## src/rtl/core/azdr_pkg.sv

```systemverilog
package azdr_pkg;

  localparam int unsigned SourcesDef = 16;
  localparam int unsigned SrcW       = 8;
  localparam int unsigned TimeW      = 64;
  localparam int unsigned RawW       = 64;
  localparam int unsigned DwellW     = 32;
  localparam int unsigned ThrW       = 8;
  localparam int unsigned CfgIdxW    = 8;
  localparam int unsigned CfgDataW   = 32;
  localparam int unsigned ResMax     = 3;
  localparam int unsigned ResCntW    = 2;

  localparam logic [DwellW-1:0] ActAssertRst = 32'd2000000;
  localparam logic [DwellW-1:0] ActClearRst  = 32'd20000000;
  localparam logic [DwellW-1:0] ZoneDwellRst = 32'd3000000;
  localparam logic [ThrW-1:0]   RestThrRst   = 8'd82;
  localparam logic [ThrW-1:0]   Zone2ThrRst  = 8'd134;
  localparam logic [SrcW-1:0]   DiagSrcRst   = 8'd255;

  localparam logic [CfgIdxW-1:0] REG_ACT_ASSERT = 8'd0;
  localparam logic [CfgIdxW-1:0] REG_ACT_CLEAR  = 8'd1;
  localparam logic [CfgIdxW-1:0] REG_ZONE_DWELL = 8'd2;
  localparam logic [CfgIdxW-1:0] REG_REST_THR   = 8'd3;
  localparam logic [CfgIdxW-1:0] REG_ZONE2_THR  = 8'd4;
  localparam logic [CfgIdxW-1:0] REG_DIAG_SRC   = 8'd5;

  typedef enum logic [1:0] {
    OP_OTHER = 2'd0,
    OP_COUNT = 2'd1,
    OP_ACCUM = 2'd2,
    OP_HEART = 2'd3
  } opcode_e;

  typedef enum logic [1:0] {
    FLAG_WORN   = 2'd0,
    FLAG_ACTIVE = 2'd1,
    FLAG_REST   = 2'd2,
    FLAG_ZONE2  = 2'd3
  } flag_e;

  typedef struct packed {
    logic [DwellW-1:0] act_assert;
    logic [DwellW-1:0] act_clear;
    logic [DwellW-1:0] zone_dwell;
    logic [ThrW-1:0]   rest_thr;
    logic [ThrW-1:0]   zone2_thr;
    logic [SrcW-1:0]   diag_src;
  } azdr_cfg_t;

  // per-source flag bits, kept in flops
  typedef struct packed {
    logic tracked;
    logic kind_count;
    logic raw_seen;
    logic act_test;
    logic act_flag;
    logic rest_test;
    logic rest_flag;
    logic zone2_test;
    logic zone2_flag;
  } azdr_bits_t;

  // per-source wide fields, kept in memory
  typedef struct packed {
    logic [RawW-1:0]  last_raw;
    logic [TimeW-1:0] act_edge;
    logic [TimeW-1:0] rest_edge;
    logic [TimeW-1:0] zone2_edge;
  } azdr_row_t;

  typedef struct packed {
    logic [SrcW-1:0]  src;
    flag_e            which;
    logic             occupied;
    logic [TimeW-1:0] time_us;
  } azdr_result_t;

  typedef struct packed {
    logic              en;
    azdr_bits_t        bits;
    azdr_row_t         row;
  } azdr_wr_t;

  typedef struct packed {
    logic             stored;
    logic             flag;
    logic             changed;
    logic [TimeW-1:0] edge_time;
  } dwell_t;

  function automatic dwell_t dwell(input logic test, input logic stored, input logic flag,
                                   input logic [TimeW-1:0] edge_time,
                                   input logic [TimeW-1:0] now,
                                   input logic [DwellW-1:0] set_time,
                                   input logic [DwellW-1:0] clr_time,
                                   input logic force_en);
    dwell_t           r;
    logic [TimeW-1:0] elapsed;
    r.stored    = test;
    r.edge_time = (test != stored) ? now : edge_time;
    r.flag      = flag;
    r.changed   = 1'b0;
    elapsed     = now - r.edge_time;
    if (force_en) begin
      if (flag != test) begin
        r.flag    = test;
        r.changed = 1'b1;
      end
    end else if (test && !flag && (elapsed >= {{(TimeW-DwellW){1'b0}}, set_time})) begin
      r.flag    = 1'b1;
      r.changed = 1'b1;
    end else if (!test && flag && (elapsed >= {{(TimeW-DwellW){1'b0}}, clr_time})) begin
      r.flag    = 1'b0;
      r.changed = 1'b1;
    end
    return r;
  endfunction

endpackage

```

## src/rtl/core/azdr_rules.sv

```systemverilog
module azdr_rules (
  input  azdr_pkg::azdr_cfg_t                       cfg_i,
  input  azdr_pkg::opcode_e                         op_i,
  input  logic                                      stale_i,
  input  logic signed [azdr_pkg::RawW-1:0]          raw_i,
  input  logic [azdr_pkg::TimeW-1:0]                now_i,
  input  logic [azdr_pkg::SrcW-1:0]                 src_i,
  input  azdr_pkg::azdr_bits_t                      bits_i,
  input  azdr_pkg::azdr_row_t                       row_i,
  output azdr_pkg::azdr_bits_t                      bits_o,
  output azdr_pkg::azdr_row_t                       row_o,
  output azdr_pkg::azdr_result_t                    res_o [azdr_pkg::ResMax],
  output logic [azdr_pkg::ResCntW-1:0]              res_cnt_o
);

  azdr_pkg::dwell_t       da;
  azdr_pkg::dwell_t       dr;
  azdr_pkg::dwell_t       dz;
  azdr_pkg::azdr_result_t cand [azdr_pkg::ResMax];
  logic [azdr_pkg::ResMax-1:0] cand_v;
  logic [azdr_pkg::RawW-1:0]   diff;
  logic                        act_test;
  logic                        worn;
  logic [azdr_pkg::ThrW-1:0]   hr;

  always_comb begin
    diff     = $unsigned(raw_i) - row_i.last_raw;
    act_test = !stale_i && (diff != '0) && !diff[azdr_pkg::RawW-1];
    hr       = raw_i[azdr_pkg::ThrW-1:0];
    worn     = bits_i.tracked && bits_i.act_flag && bits_i.kind_count;
    da = azdr_pkg::dwell(act_test, bits_i.act_test, bits_i.act_flag, row_i.act_edge, now_i,
                         cfg_i.act_assert, cfg_i.act_clear, stale_i);
    dr = azdr_pkg::dwell(worn && (hr < cfg_i.rest_thr), bits_i.rest_test, bits_i.rest_flag,
                         row_i.rest_edge, now_i, cfg_i.zone_dwell, cfg_i.zone_dwell, !worn);
    dz = azdr_pkg::dwell(worn && (hr >= cfg_i.zone2_thr), bits_i.zone2_test,
                         bits_i.zone2_flag, row_i.zone2_edge, now_i, cfg_i.zone_dwell,
                         cfg_i.zone_dwell, !worn);
  end

  always_comb begin
    bits_o  = bits_i;
    row_o   = row_i;
    cand_v  = '0;
    cand[0] = '{src: src_i, which: azdr_pkg::FLAG_REST, occupied: dr.flag, time_us: now_i};
    cand[1] = '{src: src_i, which: azdr_pkg::FLAG_ZONE2, occupied: dz.flag, time_us: now_i};
    cand[2] = '{src: src_i, which: azdr_pkg::FLAG_ZONE2, occupied: 1'b0, time_us: now_i};
    case (op_i)
      azdr_pkg::OP_COUNT, azdr_pkg::OP_ACCUM: begin
        bits_o.tracked    = 1'b1;
        bits_o.kind_count = (op_i == azdr_pkg::OP_COUNT);
        row_o.last_raw    = $unsigned(raw_i);
        if (!stale_i && !bits_i.raw_seen) begin
          bits_o.raw_seen = 1'b1;
        end else begin
          bits_o.act_test = da.stored;
          bits_o.act_flag = da.flag;
          row_o.act_edge  = da.edge_time;
          cand[0] = '{src: src_i,
                      which: (op_i == azdr_pkg::OP_COUNT) ? azdr_pkg::FLAG_WORN
                                                          : azdr_pkg::FLAG_ACTIVE,
                      occupied: da.flag, time_us: now_i};
          cand[1] = '{src: src_i, which: azdr_pkg::FLAG_REST, occupied: 1'b0,
                      time_us: now_i};
          cand_v[0] = da.changed;
          if (stale_i) begin
            bits_o.rest_flag  = 1'b0;
            bits_o.zone2_flag = 1'b0;
            cand_v[1]         = bits_i.rest_flag;
            cand_v[2]         = bits_i.zone2_flag;
          end
        end
      end
      azdr_pkg::OP_HEART: begin
        bits_o.rest_test  = dr.stored;
        bits_o.rest_flag  = dr.flag;
        row_o.rest_edge   = dr.edge_time;
        bits_o.zone2_test = dz.stored;
        bits_o.zone2_flag = dz.flag;
        row_o.zone2_edge  = dz.edge_time;
        cand_v[0]         = dr.changed;
        cand_v[1]         = dz.changed;
      end
      default: begin
      end
    endcase
  end

  // pack the valid candidates to the front, keeping order
  always_comb begin
    logic [azdr_pkg::ResCntW-1:0] n;
    n = '0;
    for (int i = 0; i < azdr_pkg::ResMax; i++) begin
      res_o[i] = cand[i];
    end
    for (int i = 0; i < azdr_pkg::ResMax; i++) begin
      if (cand_v[i]) begin
        res_o[n] = cand[i];
        n        = n + 1'b1;
      end
    end
    res_cnt_o = n;
  end

endmodule

```

## config.mk

```make
export PLATFORM = sky130hd
export DESIGN_NAME = azdr_rules
export DESIGN_NICKNAME = d
export VERILOG_FILES = /design/src/rtl/core/azdr_pkg.sv /design/src/rtl/core/azdr_rules.sv
export SDC_FILE = /design/constraint.sdc
export NUM_CORES = 1
export LEC_CHECK = 0
export BUFFER_PORTS_ARGS = -buffer_cell sky130_fd_sc_hd__buf_2
export CAP_MARGIN = 20
export CORE_AREA = 5 5 390 392
export DETAILED_ROUTE_END_ITERATION = 12
export DIE_AREA = 0 0 395 397
export SLEW_MARGIN = 10
export SYNTH_ARGS = -nofsm -noshare
export SYNTH_HDL_FRONTEND = slang
export SYNTH_SLANG_ARGS = --single-unit
export TNS_END_PERCENT = 100
```

## constraint.sdc

```tcl
create_clock -name vclk -period 16.7
set_input_delay 1.67 -clock vclk [all_inputs]
set_output_delay 1.67 -clock vclk [all_outputs]
set_load 0.005 [all_outputs]
```

==> out/qor.csv <==
metric,value,unit
rsz0062_at_grt,false,
place_inst,6891,
ant_nets,0,
viasPerCell,5.18,
grt_max_degree,86,
grt_pass1_vias,34000,
drive_gt1_frac,0.250,
yosysUniqueCellTypes,114,
final_cell_mix,"buf_2, a21oi_1, ha_1",
design.seq.count,0,
grt_usage,0.217,
p_leak,16.6,nW
grt_overflow,0,
finalNonFillerCells,6928,
slowest_stage,a211oi_1,
clockBufferCount,0,
final_nets,5876,
die_w,395,um
yosysTopAreaCellShare,0.173,
utilization,0.232,
io_pins,1016,
first_pass_iters,6,
cap_violations,0,
postCtsResizedCells,0,
slew_violations,0,
fmax,0.0642,GHz
ys_warn_count,0,
run_status,completed,
peakVddDrop,28.0,uV
totalWireLength,183,mm
critPathRequiredTime,15030,ps
cellPowerDensity,53.9,nW/um2
initial_core_util,0.195,
dpl_cell_area,34300,um2
mostFrequentLayoutCell,buf_2,
worstPathArrival,13890,ps
postCtsHoldBufs,0,
via_count,35900,
synth_top_cell_by_area,ha_1,
fin_crit_sh,0.932,
relSlewSlack,0.297,
end_kind,output pin,
setup-tns-final,0,ps
routabilityCongestion,0.964,
startpoint_type,input pin,
finish.instance_area,34400,um2
hold_viol,0,
worst_pin_slew,1050,ps
hold_path_class,in -> out,
drt_iter0_drc,2901,
min_period,15560,ps
finalSetupViolations,0,
cts_setup_buffers,0,
syn_avg_cell_area,6.69,um2
antenna_found_initial,82,
postSynthCellCount,4316,
yosys-top-cells-area,"ha_1, a21oi_1, mux2i_1",
io_buffer_count,972,
max_stage_delay,640,ps
num-fill-cells,16800,
die_y,397,um
drc,0,
rows,142,
critPathKind,in -> out,
dieArea,157000,um2
grt_pass1_wl,250,mm
area_growth,19.2,%
path_max_fanout,16,
core-area,149000,um2
ys_seq_area_frac,0,
dp_hpwl,161,mm
syn_area,28900,um2
layout.area.seq,0,um2
routedWlPerCell,26.5,um
==> synthesized netlist by cell type (all sizes together), types with 55 or more instances <==
cell type	number
ha	400
mux2	130
nand3	78
nor3	79
o21ai	332
nand2b	82
buf	266
xor2	55
a21oi	430
a21o	174
nand2	381
mux2i	176
nor2b	61
nand4	113
clkbuf	141
nor2	359
inv	287
xnor2	110
==> final timing paths <==
kind              startpoint      endpoint  slack, ps  depth (start not counted)
setup / recovery    raw_i[0]  res_cnt_o[0]       1140                         50
hold / removal      src_i[0]    res_o[142]       3340                          0
==> cells by family (layout without fill, tap and decap cells) <==
family,Yosys count,count (layout),share of synthesized area
compound gates,1375,1375,0.305
xor+xnor,165,165,0.0500
fa+ha+maj,415,415,0.179
buf+inv,694,1323,0.121
mux,306,306,0.112
other cells,2,41,0.000260
simple gates,1359,1359,0.232
==> worst max-delay path: cells and delay by family <==
family | cells | cell delay (ps)
XOR/XNOR | 2 | 620
multiplexers | 2 | 700
adder cells (fa/ha/maj) | 6 | 2070
buffers and inverters | 6 | 820
AO/OA/AOI/OAI | 26 | 6640
AND/OR/NAND/NOR | 8 | 1350
==> where the power goes <==
group	internal (W)	switching, W
combinational	0.000702	0.00115
clock	0.0000000000717	0
sequential	0	0
total	0.000702	0.00115
==> routing by layer <==
layer	vias to the layer above	share of wire	track usage
met5	-	0.0013	0
met4	38	0.044	0.0797
li1	16900	-	-
met3	267	0.069	0.0382
met1	17000	0.43	0.280
met2	1630	0.45	0.361
==> final cells by class <==
| cell class | instances | area (um2) | area share |
|---|---|---|---|
| well taps | 1944 | 2430 | 0.0706 |
| multi-input cells | 3624 | 25500 | 0.740 |
| diodes | 37 | 92.6 | 0.00269 |
| repair buffers | 1036 | 5360 | 0.156 |
| inverters | 287 | 1080 | 0.0313 |
==> stage by stage <==
step	hold slack (ps)	worst slack, ps	total power (W)
after detailed placement	3340	1110	0.00184
final	3340	1140	0.00186
after global placement	3340	1120	0.00183
after floorplan	3420	3850	0.00118
after CTS	3340	1030	0.00185
after global routing	3340	381	0.00202
No activity file was read; power rests on OpenSTA's default activity.
