===== src/rtl/core/azdr_pkg.sv =====
package azdr_pkg;

  localparam int unsigned SourcesDef = 16;
  localparam int unsigned SrcW       = 8;
  localparam int unsigned TimeW      = 64;
  localparam int unsigned RawW       = 64;
  localparam int unsigned DwellW     = 32;
  localparam int unsigned ThrW       = 8;
  localparam int unsigned CfgIdxW    = 8;
  localparam int unsigned CfgDataW   = 32;
  localparam int unsigned ResMax     = 3;
  localparam int unsigned ResCntW    = 2;

  localparam logic [DwellW-1:0] ActAssertRst = 32'd2000000;
  localparam logic [DwellW-1:0] ActClearRst  = 32'd20000000;
  localparam logic [DwellW-1:0] ZoneDwellRst = 32'd3000000;
  localparam logic [ThrW-1:0]   RestThrRst   = 8'd82;
  localparam logic [ThrW-1:0]   Zone2ThrRst  = 8'd134;
  localparam logic [SrcW-1:0]   DiagSrcRst   = 8'd255;

  localparam logic [CfgIdxW-1:0] REG_ACT_ASSERT = 8'd0;
  localparam logic [CfgIdxW-1:0] REG_ACT_CLEAR  = 8'd1;
  localparam logic [CfgIdxW-1:0] REG_ZONE_DWELL = 8'd2;
  localparam logic [CfgIdxW-1:0] REG_REST_THR   = 8'd3;
  localparam logic [CfgIdxW-1:0] REG_ZONE2_THR  = 8'd4;
  localparam logic [CfgIdxW-1:0] REG_DIAG_SRC   = 8'd5;

  typedef enum logic [1:0] {
    OP_OTHER = 2'd0,
    OP_COUNT = 2'd1,
    OP_ACCUM = 2'd2,
    OP_HEART = 2'd3
  } opcode_e;

  typedef enum logic [1:0] {
    FLAG_WORN   = 2'd0,
    FLAG_ACTIVE = 2'd1,
    FLAG_REST   = 2'd2,
    FLAG_ZONE2  = 2'd3
  } flag_e;

  typedef struct packed {
    logic [DwellW-1:0] act_assert;
    logic [DwellW-1:0] act_clear;
    logic [DwellW-1:0] zone_dwell;
    logic [ThrW-1:0]   rest_thr;
    logic [ThrW-1:0]   zone2_thr;
    logic [SrcW-1:0]   diag_src;
  } azdr_cfg_t;

  // per-source flag bits, kept in flops
  typedef struct packed {
    logic tracked;
    logic kind_count;
    logic raw_seen;
    logic act_test;
    logic act_flag;
    logic rest_test;
    logic rest_flag;
    logic zone2_test;
    logic zone2_flag;
  } azdr_bits_t;

  // per-source wide fields, kept in memory
  typedef struct packed {
    logic [RawW-1:0]  last_raw;
    logic [TimeW-1:0] act_edge;
    logic [TimeW-1:0] rest_edge;
    logic [TimeW-1:0] zone2_edge;
  } azdr_row_t;

  typedef struct packed {
    logic [SrcW-1:0]  src;
    flag_e            which;
    logic             occupied;
    logic [TimeW-1:0] time_us;
  } azdr_result_t;

  typedef struct packed {
    logic              en;
    azdr_bits_t        bits;
    azdr_row_t         row;
  } azdr_wr_t;

  typedef struct packed {
    logic             stored;
    logic             flag;
    logic             changed;
    logic [TimeW-1:0] edge_time;
  } dwell_t;

  function automatic dwell_t dwell(input logic test, input logic stored, input logic flag,
                                   input logic [TimeW-1:0] edge_time,
                                   input logic [TimeW-1:0] now,
                                   input logic [DwellW-1:0] set_time,
                                   input logic [DwellW-1:0] clr_time,
                                   input logic force_en);
    dwell_t           r;
    logic [TimeW-1:0] elapsed;
    r.stored    = test;
    r.edge_time = (test != stored) ? now : edge_time;
    r.flag      = flag;
    r.changed   = 1'b0;
    elapsed     = now - r.edge_time;
    if (force_en) begin
      if (flag != test) begin
        r.flag    = test;
        r.changed = 1'b1;
      end
    end else if (test && !flag && (elapsed >= {{(TimeW-DwellW){1'b0}}, set_time})) begin
      r.flag    = 1'b1;
      r.changed = 1'b1;
    end else if (!test && flag && (elapsed >= {{(TimeW-DwellW){1'b0}}, clr_time})) begin
      r.flag    = 1'b0;
      r.changed = 1'b1;
    end
    return r;
  endfunction

endpackage


===== src/rtl/core/azdr_out_buf.sv =====
module azdr_out_buf (
  input  logic                          clk_i,
  input  logic                          rst_ni,
  input  logic                          load_i,
  input  azdr_pkg::azdr_result_t        res_i [azdr_pkg::ResMax],
  input  logic [azdr_pkg::ResCntW-1:0]  cnt_i,
  output logic                          can_load_o,
  output logic                          out_valid_o,
  input  logic                          out_ready_i,
  output azdr_pkg::azdr_result_t        res_o,
  output logic                          last_o
);

  azdr_pkg::azdr_result_t       ent_q [azdr_pkg::ResMax];
  logic [azdr_pkg::ResCntW-1:0] cnt_q, cnt_d;
  logic [azdr_pkg::ResCntW-1:0] head_q, head_d;
  logic                         pop;

  assign out_valid_o = (cnt_q != '0);
  assign pop         = out_valid_o && out_ready_i;
  assign can_load_o  = (cnt_q == '0) || ((cnt_q == 2'd1) && out_ready_i);
  assign last_o      = (cnt_q == 2'd1);
  assign res_o       = ent_q[head_q];

  always_comb begin
    cnt_d  = cnt_q;
    head_d = head_q;
    if (load_i) begin
      cnt_d  = cnt_i;
      head_d = '0;
    end else if (pop) begin
      cnt_d  = cnt_q - 1'b1;
      head_d = head_q + 1'b1;
    end
  end

  always_ff @(posedge clk_i or negedge rst_ni) begin
    if (!rst_ni) begin
      cnt_q  <= '0;
      head_q <= '0;
    end else begin
      cnt_q  <= cnt_d;
      head_q <= head_d;
    end
  end

  always_ff @(posedge clk_i) begin
    if (load_i) begin
      ent_q <= res_i;
    end
  end

`ifndef ASSERT_OFF
  a_load_when_free: assert property (@(posedge clk_i) disable iff (!rst_ni)
    load_i |-> can_load_o)
    else $error("result buffer loaded while busy");
  a_window: assert property (@(posedge clk_i) disable iff (!rst_ni)
    ({1'b0, head_q} + {1'b0, cnt_q}) <= 3'(azdr_pkg::ResMax))
    else $error("result window past buffer end");
  a_drain_cont: assert property (@(posedge clk_i) disable iff (!rst_ni)
    (pop && (cnt_q > 2'd1) && !load_i) |=> out_valid_o)
    else $error("pending result dropped");
`endif

endmodule


===== config.mk =====
export PLATFORM = sky130hd
export DESIGN_NAME = azdr_out_buf
export DESIGN_NICKNAME = d
export VERILOG_FILES = /design/src/rtl/core/azdr_pkg.sv /design/src/rtl/core/azdr_out_buf.sv
export SDC_FILE = /design/constraint.sdc
export NUM_CORES = 1
export LEC_CHECK = 0
export BUFFER_PORTS_ARGS = -buffer_cell sky130_fd_sc_hd__buf_2
export CORE_MARGIN = 5
export CORE_UTILIZATION = 45
export CTS_CLUSTER_DIAMETER = 100
export DETAILED_ROUTE_END_ITERATION = 12
export HOLD_SLACK_MARGIN = 0.05
export PLACE_DENSITY = 0.76
export RECOVER_POWER = 50
export SLEW_MARGIN = 20
export SYNTH_ARGS = -nofsm -noshare
export SYNTH_HDL_FRONTEND = slang
export SYNTH_SLANG_ARGS = --single-unit

===== constraint.sdc =====
create_clock -name clk_i -period 1.53 [get_ports clk_i]
set_clock_uncertainty 0.05 [all_clocks]
set_input_delay 0.3825 -clock clk_i [delete_from_list [all_inputs] [get_ports clk_i]]
set_output_delay 0.3825 -clock clk_i [all_outputs]
set_load 0.1 [all_outputs]

==> results of run 1 <==
-- per-stage QoR --
stage / hold WS (ps) / util
3_5_place_dp: 148 / 0.684
3_3_place_gp: 150 / 0.684
2_1_floorplan: 36.9 / -
-- logic make-up after synthesis --
group	after synthesis	synth area share
flops	229	0.801
simple gates	84	0.0380
compound gates	77	0.0450
mux	76	0.0890
buf+inv	28	0.0210
xor+xnor	3	0.00307
fa+ha+maj	2	0.00292
-- cells in the mapped netlist --
| cell | n |
|---|---|
| edfxtp_1 | 225 |
| nand2_1 | 79 |
| mux2i_1 | 75 |
| o21ai_0 | 65 |
| o21ai_1 | 12 |
| clkbuf_1 | 7 |
| buf_2 | 6 |
| buf_4 | 6 |
| buf_6 | 6 |
| dfrtp_1 | 4 |
| inv_1 | 3 |
| ha_1 | 2 |
| nor2_1 | 2 |
| xnor2_1 | 2 |
| and2b_1 | 1 |
| mux2_2 | 1 |
| nand3b_1 | 1 |
| nor2b_1 | 1 |
| xor2_1 | 1 |
==> flow_metrics.py, run 1 <==
metrics = {
    "logic_synthesis": {
        "syn_inst": 499,
        "avgSynthCellArea_um2": 17.2,
        "seq_area_frac_synth": 0.801,
        "syn_nets": 732,
        "synth_area_leaders": "edfxtp_1 79%, mux2i_1 8.8%, o21ai_0 3.8%",
        "synth_cell_type_count": 19,
        "yosys.area.top_type_share": 0.789,
        "synth.cell_area_um2": 8560,
        "yosys_warnings": 0,
        "synth-seq-cells": 229,
        "synth_top_cell_by_area": "edfxtp_1",
    },
    "place": {
        "placed_cell_area_um2": 12800,
        "io_buffers": 308,
        "place_congestion": 0.826,
        "pre_cts_ws_ps": -349,
        "dp_hpwl_um": 16500,
        "dpl.cell_count": 1061,
    },
    "run_status": {
        "status": "aborted with a tool error",
        "stop_stage": "clock tree synthesis (4_1_cts)",
        "error": "[ERROR RSZ-0060] Max buffer count reached.",
    },
    "clock_tree": {
        "root_buffer": "clkbuf_16",
        "h-tree-depth": 1,
        "ctsHoldBuffers": 221,
        "clock-sinks": 229,
        "cts_buffer_depth": 3,
        "cts_buffers": 24,
        "cts.repair.resized": 18,
        "post_cts_buffers": 0,
    },
    "floorplan": {
        "die_x_um": 148,
        "initial_core_util": 0.458,
        "rows": 50,
        "die_y_um": 148,
        "io_pins": 309,
    },
}
==> run 2: changes to the inputs <==
Settings changed: CORE_UTILIZATION 45 to 40, CTS_CLUSTER_DIAMETER 100 to not set, HOLD_SLACK_MARGIN 0.05 to not set, PLACE_DENSITY 0.76 to not set, PLACE_DENSITY_LB_ADDON set to 0.15.
Clock period 1.53 ns to 2 ns, I/O delays scaled along.
==> run 2 against run 1 <==
Effect of this change: the flow now finishes, with violations (setup timing); area after synthesis did not move; synthesized cell count did not move.
==> flow_metrics.py, run 2 <==
metrics = {
    "floorplan": {
        "die_x_um": 156,
        "io_pins": 309,
        "die_y_um": 156,
        "core_um2": 21000,
        "rows": 53,
        "initial_core_util": 0.407,
        "die_area_um2": 24400,
    },
    "pwr": {
        "pwr-share-clk": 0.273,
        "p_switching_uw": 6110,
        "p_leak_uw": 0.00528,
        "seqPwrFrac": 0.345,
        "switching_share": 0.360,
        "intPower_uw": 10800,
        "power_density_nw_per_um2": 1220,
        "power_uw": 17000,
        "vdd_drop_max_uv": 816,
        "comb_power_share": 0.382,
    },
    "place": {
        "place_congestion": 0.818,
        "dpl.cell_count": 1086,
        "io_buffers": 308,
        "pre_cts_ws_ps": -7.01,
        "dp_hpwl_um": 16300,
        "placed_cell_area_um2": 12500,
    },
    "final_layout": {
        "final_area_um2": 13900,
        "instances_no_fill": 1149,
        "layout_commonest_cell": "edfxtp_1",
        "regMostFlops": "ent_q",
        "layout_common_cells": "225 x edfxtp_1, 216 x buf_2, 91 x buf_12, 57 x mux2i_1, 56 x o21ai_4",
        "num-fill-cells": 1447,
        "nNetsFinal": 1086,
        "synthToLayoutAreaGrowth_pct": 62.4,
        "final-seq-area_um2": 6860,
        "drive_gt1_frac": 0.606,
        "reg.largest.list": "ent_q x225, cnt_q x2, head_q x2",
        "largest_reg_flops": 225,
        "multi_input_area_um2": 2530,
    },
    "run_status": {
        "violations": "setup timing",
        "status": "complete, but fails checks",
    },
    "clock_tree": {
        "cts_tree": "done",
        "insertion_delay_ps": 520,
        "path_clk_slew_ps": 60,
        "clock-sinks": 229,
        "cts_buffer_depth": 3,
        "root_buffer": "clkbuf_16",
        "cts_buffers": 25,
        "h-tree-depth": 1,
    },
    "logic_synthesis": {
        "synth_top_cell_by_area": "edfxtp_1",
        "yosys.area.top_type_share": 0.789,
        "synth_most_common_cell": "edfxtp_1",
        "seq_area_frac_synth": 0.801,
        "syn_nets": 732,
        "synth-seq-cells": 229,
        "async_reset_ff_frac": 0.0175,
        "yosys_warnings": 0,
        "synth_area_leaders": "edfxtp_1 79%, mux2i_1 8.8%, o21ai_0 3.8%",
        "synth.cell_area_um2": 8560,
        "synth_cell_type_count": 19,
        "syn_inst": 499,
        "synth_flop_cell": "edfxtp_1",
        "synth_common_cells": "225 x edfxtp_1, 79 x nand2_1, 75 x mux2i_1",
        "synth_edf_count": 225,
        "avgSynthCellArea_um2": 17.2,
    },
    "detailed_routing": {
        "drt-pass1-iter-count": 4,
        "ant_nets": 0,
        "drtIter0Drc": 213,
        "vias_per_cell": 4.88,
        "drc": 0,
        "via_count": 5604,
        "avgRoutedWirePerCell_um": 20.7,
        "wl_um": 23800,
    },
    "sta": {
        "post-route-period-util": 1.27,
        "fmax_ghz": 0.392,
        "relSlewSlack": 0.155,
        "finalCriticalPeriod_ps": 2550,
        "finalHoldViolations": 0,
        "rsz0062_at_grt": "yes",
        "layout_setup_ws_ps": -549,
        "setup_viol": 77,
        "finalMaxSlewViolations": 0,
        "fin_setup_tns_ps": -38020,
        "tightestPinTransition_ps": 1270,
    },
    "worst_setup_path": {
        "rr_startpoint": "cnt_q[0]$_DFFE_PN0P_",
        "path_class": "reg -> out",
        "cp.required_ps": 1450,
        "cpMostUsedCell": "buf_12",
        "critPathMaxFanout": 7,
        "cp-end-kind": "output pin",
        "crit_start": "head_q[1]$_DFFE_PN0P_",
        "arrival_ps": 2000,
        "slowest_delay_ps": 520,
        "critical-path-slowest-cell": "dfrtp_4",
        "worstPathCellList": "and2b_4 > buf_12 > clkbuf_16 > nand2_2 > o21ai_2 > buf_12",
        "timing.critical_path.from_type": "flip-flop",
    },
    "global_routing": {
        "grt_pass1_wl_um": 33300,
        "grt_pass1_vias": 5984,
        "gr-usage-all-layers": 0.177,
        "grt_max_degree": 78,
        "antenna_found_initial": 5,
        "overflow": 0,
    },
    "hold_path": {
        "hold_start": "res_i[0]",
        "hp-class": "in -> reg",
    },
    "run": {
        "drv_cap": 0,
    },
}
==> run 2: cell families (layout without fill, tap and decap cells) <==
family	count (synthesis)	in the layout	synth area share
and+or+nand+nor	84	85	0.0380
other	0	2	0
buffers and inverters	28	400	0.0210
muxes	76	76	0.0890
xor gates and xnor gates	3	3	0.00307
adders and majority gates	2	2	0.00292
AOI/OAI and AO/OA	77	77	0.0450
DFF	229	229	0.801
==> run 2: worst paths after layout <==
kind,end,slack (ps),cells after the start
min in group asynchronous,cnt_q[1]$_DFFE_PN0P_,340,2
max in group asynchronous,head_q[0]$_DFFE_PN0P_,1300,2
max,res_o[12],-550,6
min reg2reg,cnt_q[1]$_DFFE_PN0P_,670,3
min,ent_q[0]$_DFFE_PP_,100,1
max reg2reg,cnt_q[1]$_DFFE_PN0P_,430,5
==> run 2: power groups by stage <==
stage	clock network [uW]	registers [uW]	logic [uW]
after global placement	0	5900	6070
after global routing	4930	5890	6670
after CTS	4750	5820	6190
final	4630	5850	6480
after floorplan	0	5870	3860
after detailed placement	0	5920	6130
==> run 2: timing repair <==
item,CTS,global route
gates cloned,0,9
setup buffers,1,4
hold buffers,1,0
setup endpoints to repair,78,78
hold endpoints to repair,4,0
gates resized for setup,16,90
pin swaps,2,8
==> run 2: through the flow <==
| stage | utilization | hold WS (ps) |
|---|---|---|
| after global routing | 0.661 | 78.3 |
| after CTS | 0.636 | 74.9 |
| after global placement | 0.593 | 265 |
| final | 0.661 | 98.3 |
| after floorplan | - | 154 |
| after detailed placement | 0.593 | 272 |
==> run 2: area by class of cell <==
cell class,instances,share of cell area
sequential,229,0.494
timing repair buffer,351,0.238
multi-input combinational,243,0.182
clock buffer,27,0.0455
tap,275,0.0248
clock inverter,19,0.0140
inverter,3,0.00108
antenna,2,0.000360
==> run 2: worst max-delay path, delay by kind of cell, from the launching register on <==
| kind | cells | cell delay [ps] |
|---|---|---|
| compound gates | 1 | 80 |
| buf+inv | 3 | 520 |
| simple gates | 2 | 360 |
| flops | 1 | 520 |
==> run 2: routing by layer <==
layer  global-route usage  vias to the layer above  share of wire
li1                     -                     2610              -
met1                0.216                     2726           0.38
met2                0.312                      226           0.52
met3               0.0495                       38          0.077
met4               0.0397                        4          0.020
met5                    0                        -        0.00088
Power figures use the tool's default switching activity.
==> run 3: changes to the inputs <==
==> constraint.sdc (replaced) <==
create_clock -name clk_i -period 2 [get_ports clk_i]
set_clock_uncertainty 0.05 [all_clocks]
set_input_delay 0.1 -clock clk_i [delete_from_list [all_inputs] [get_ports clk_i]]
set_output_delay 0.1 -clock clk_i [all_outputs]
set_load 0.1 [all_outputs]
==> run 3 against run 2 <==
Effect of this change: the run now fails in clock tree synthesis (4_1_cts); area after synthesis unchanged; synthesized cell count unchanged.
==> flow_metrics.py, run 3 <==
metrics = {
    "run_status": {
        "error": "[ERROR RSZ-0060] Max buffer count reached.",
        "stop_stage": "clock tree synthesis (4_1_cts)",
        "status": "aborted with a tool error",
    },
    "logic_synthesis": {
        "seq_area_frac_synth": 0.801,
        "yosys.area.top_type_share": 0.789,
        "syn_inst": 499,
        "yosys_warnings": 0,
        "synth_cell_type_count": 19,
        "synth_edf_count": 225,
        "synth-seq-cells": 229,
        "synth_most_common_cell": "edfxtp_1",
        "synth_xor_area_frac": 0.00307,
        "synthMuxAreaShare": 0.0890,
        "synth_compound_area_frac": 0.0450,
        "avgSynthCellArea_um2": 17.2,
        "synth_fa_ha_area_frac": 0.00292,
        "synth_area_leaders": "edfxtp_1 79%, mux2i_1 8.8%, o21ai_0 3.8%",
        "synth_flop_cell": "edfxtp_1",
        "synth-simple-area-share": 0.0380,
        "synth_common_cells": "225 x edfxtp_1, 79 x nand2_1, 75 x mux2i_1",
        "syn_nets": 732,
        "synth.cell_area_um2": 8560,
        "async_reset_ff_frac": 0.0175,
        "synth_top_cell_by_area": "edfxtp_1",
        "synth_top_family_by_area": "multiplexers",
    },
    "clock_tree": {
        "cts_buffer_depth": 3,
        "h-tree-depth": 1,
        "root_buffer": "clkbuf_16",
        "cts_buffers": 24,
        "cts.repair.resized": 19,
        "ctsHoldBuffers": 226,
        "post_cts_buffers": 4,
        "clock-sinks": 229,
    },
    "floorplan": {
        "die_x_um": 156,
        "die_y_um": 156,
        "initial_core_util": 0.407,
        "io_pins": 309,
        "rows": 53,
    },
    "place": {
        "io_buffers": 308,
        "dp_hpwl_um": 15600,
        "placed_cell_area_um2": 12000,
        "place_congestion": 0.810,
    },
}
## run 3: per-stage QoR
step                      worst slack (ps)  std cells  hold WS, ps   util
after floorplan                       56.5        499         -246      -
after global placement                 395       1073         -142  0.568
after detailed placement               351       1073         -138  0.568
## run 3: logic make-up after synthesis
logic type,after synthesis
xor gates and xnor gates,3
AOI/OAI and AO/OA,77
muxes,76
adders and majority gates,2
DFF,229
and+or+nand+nor,84
buffers and inverters,28
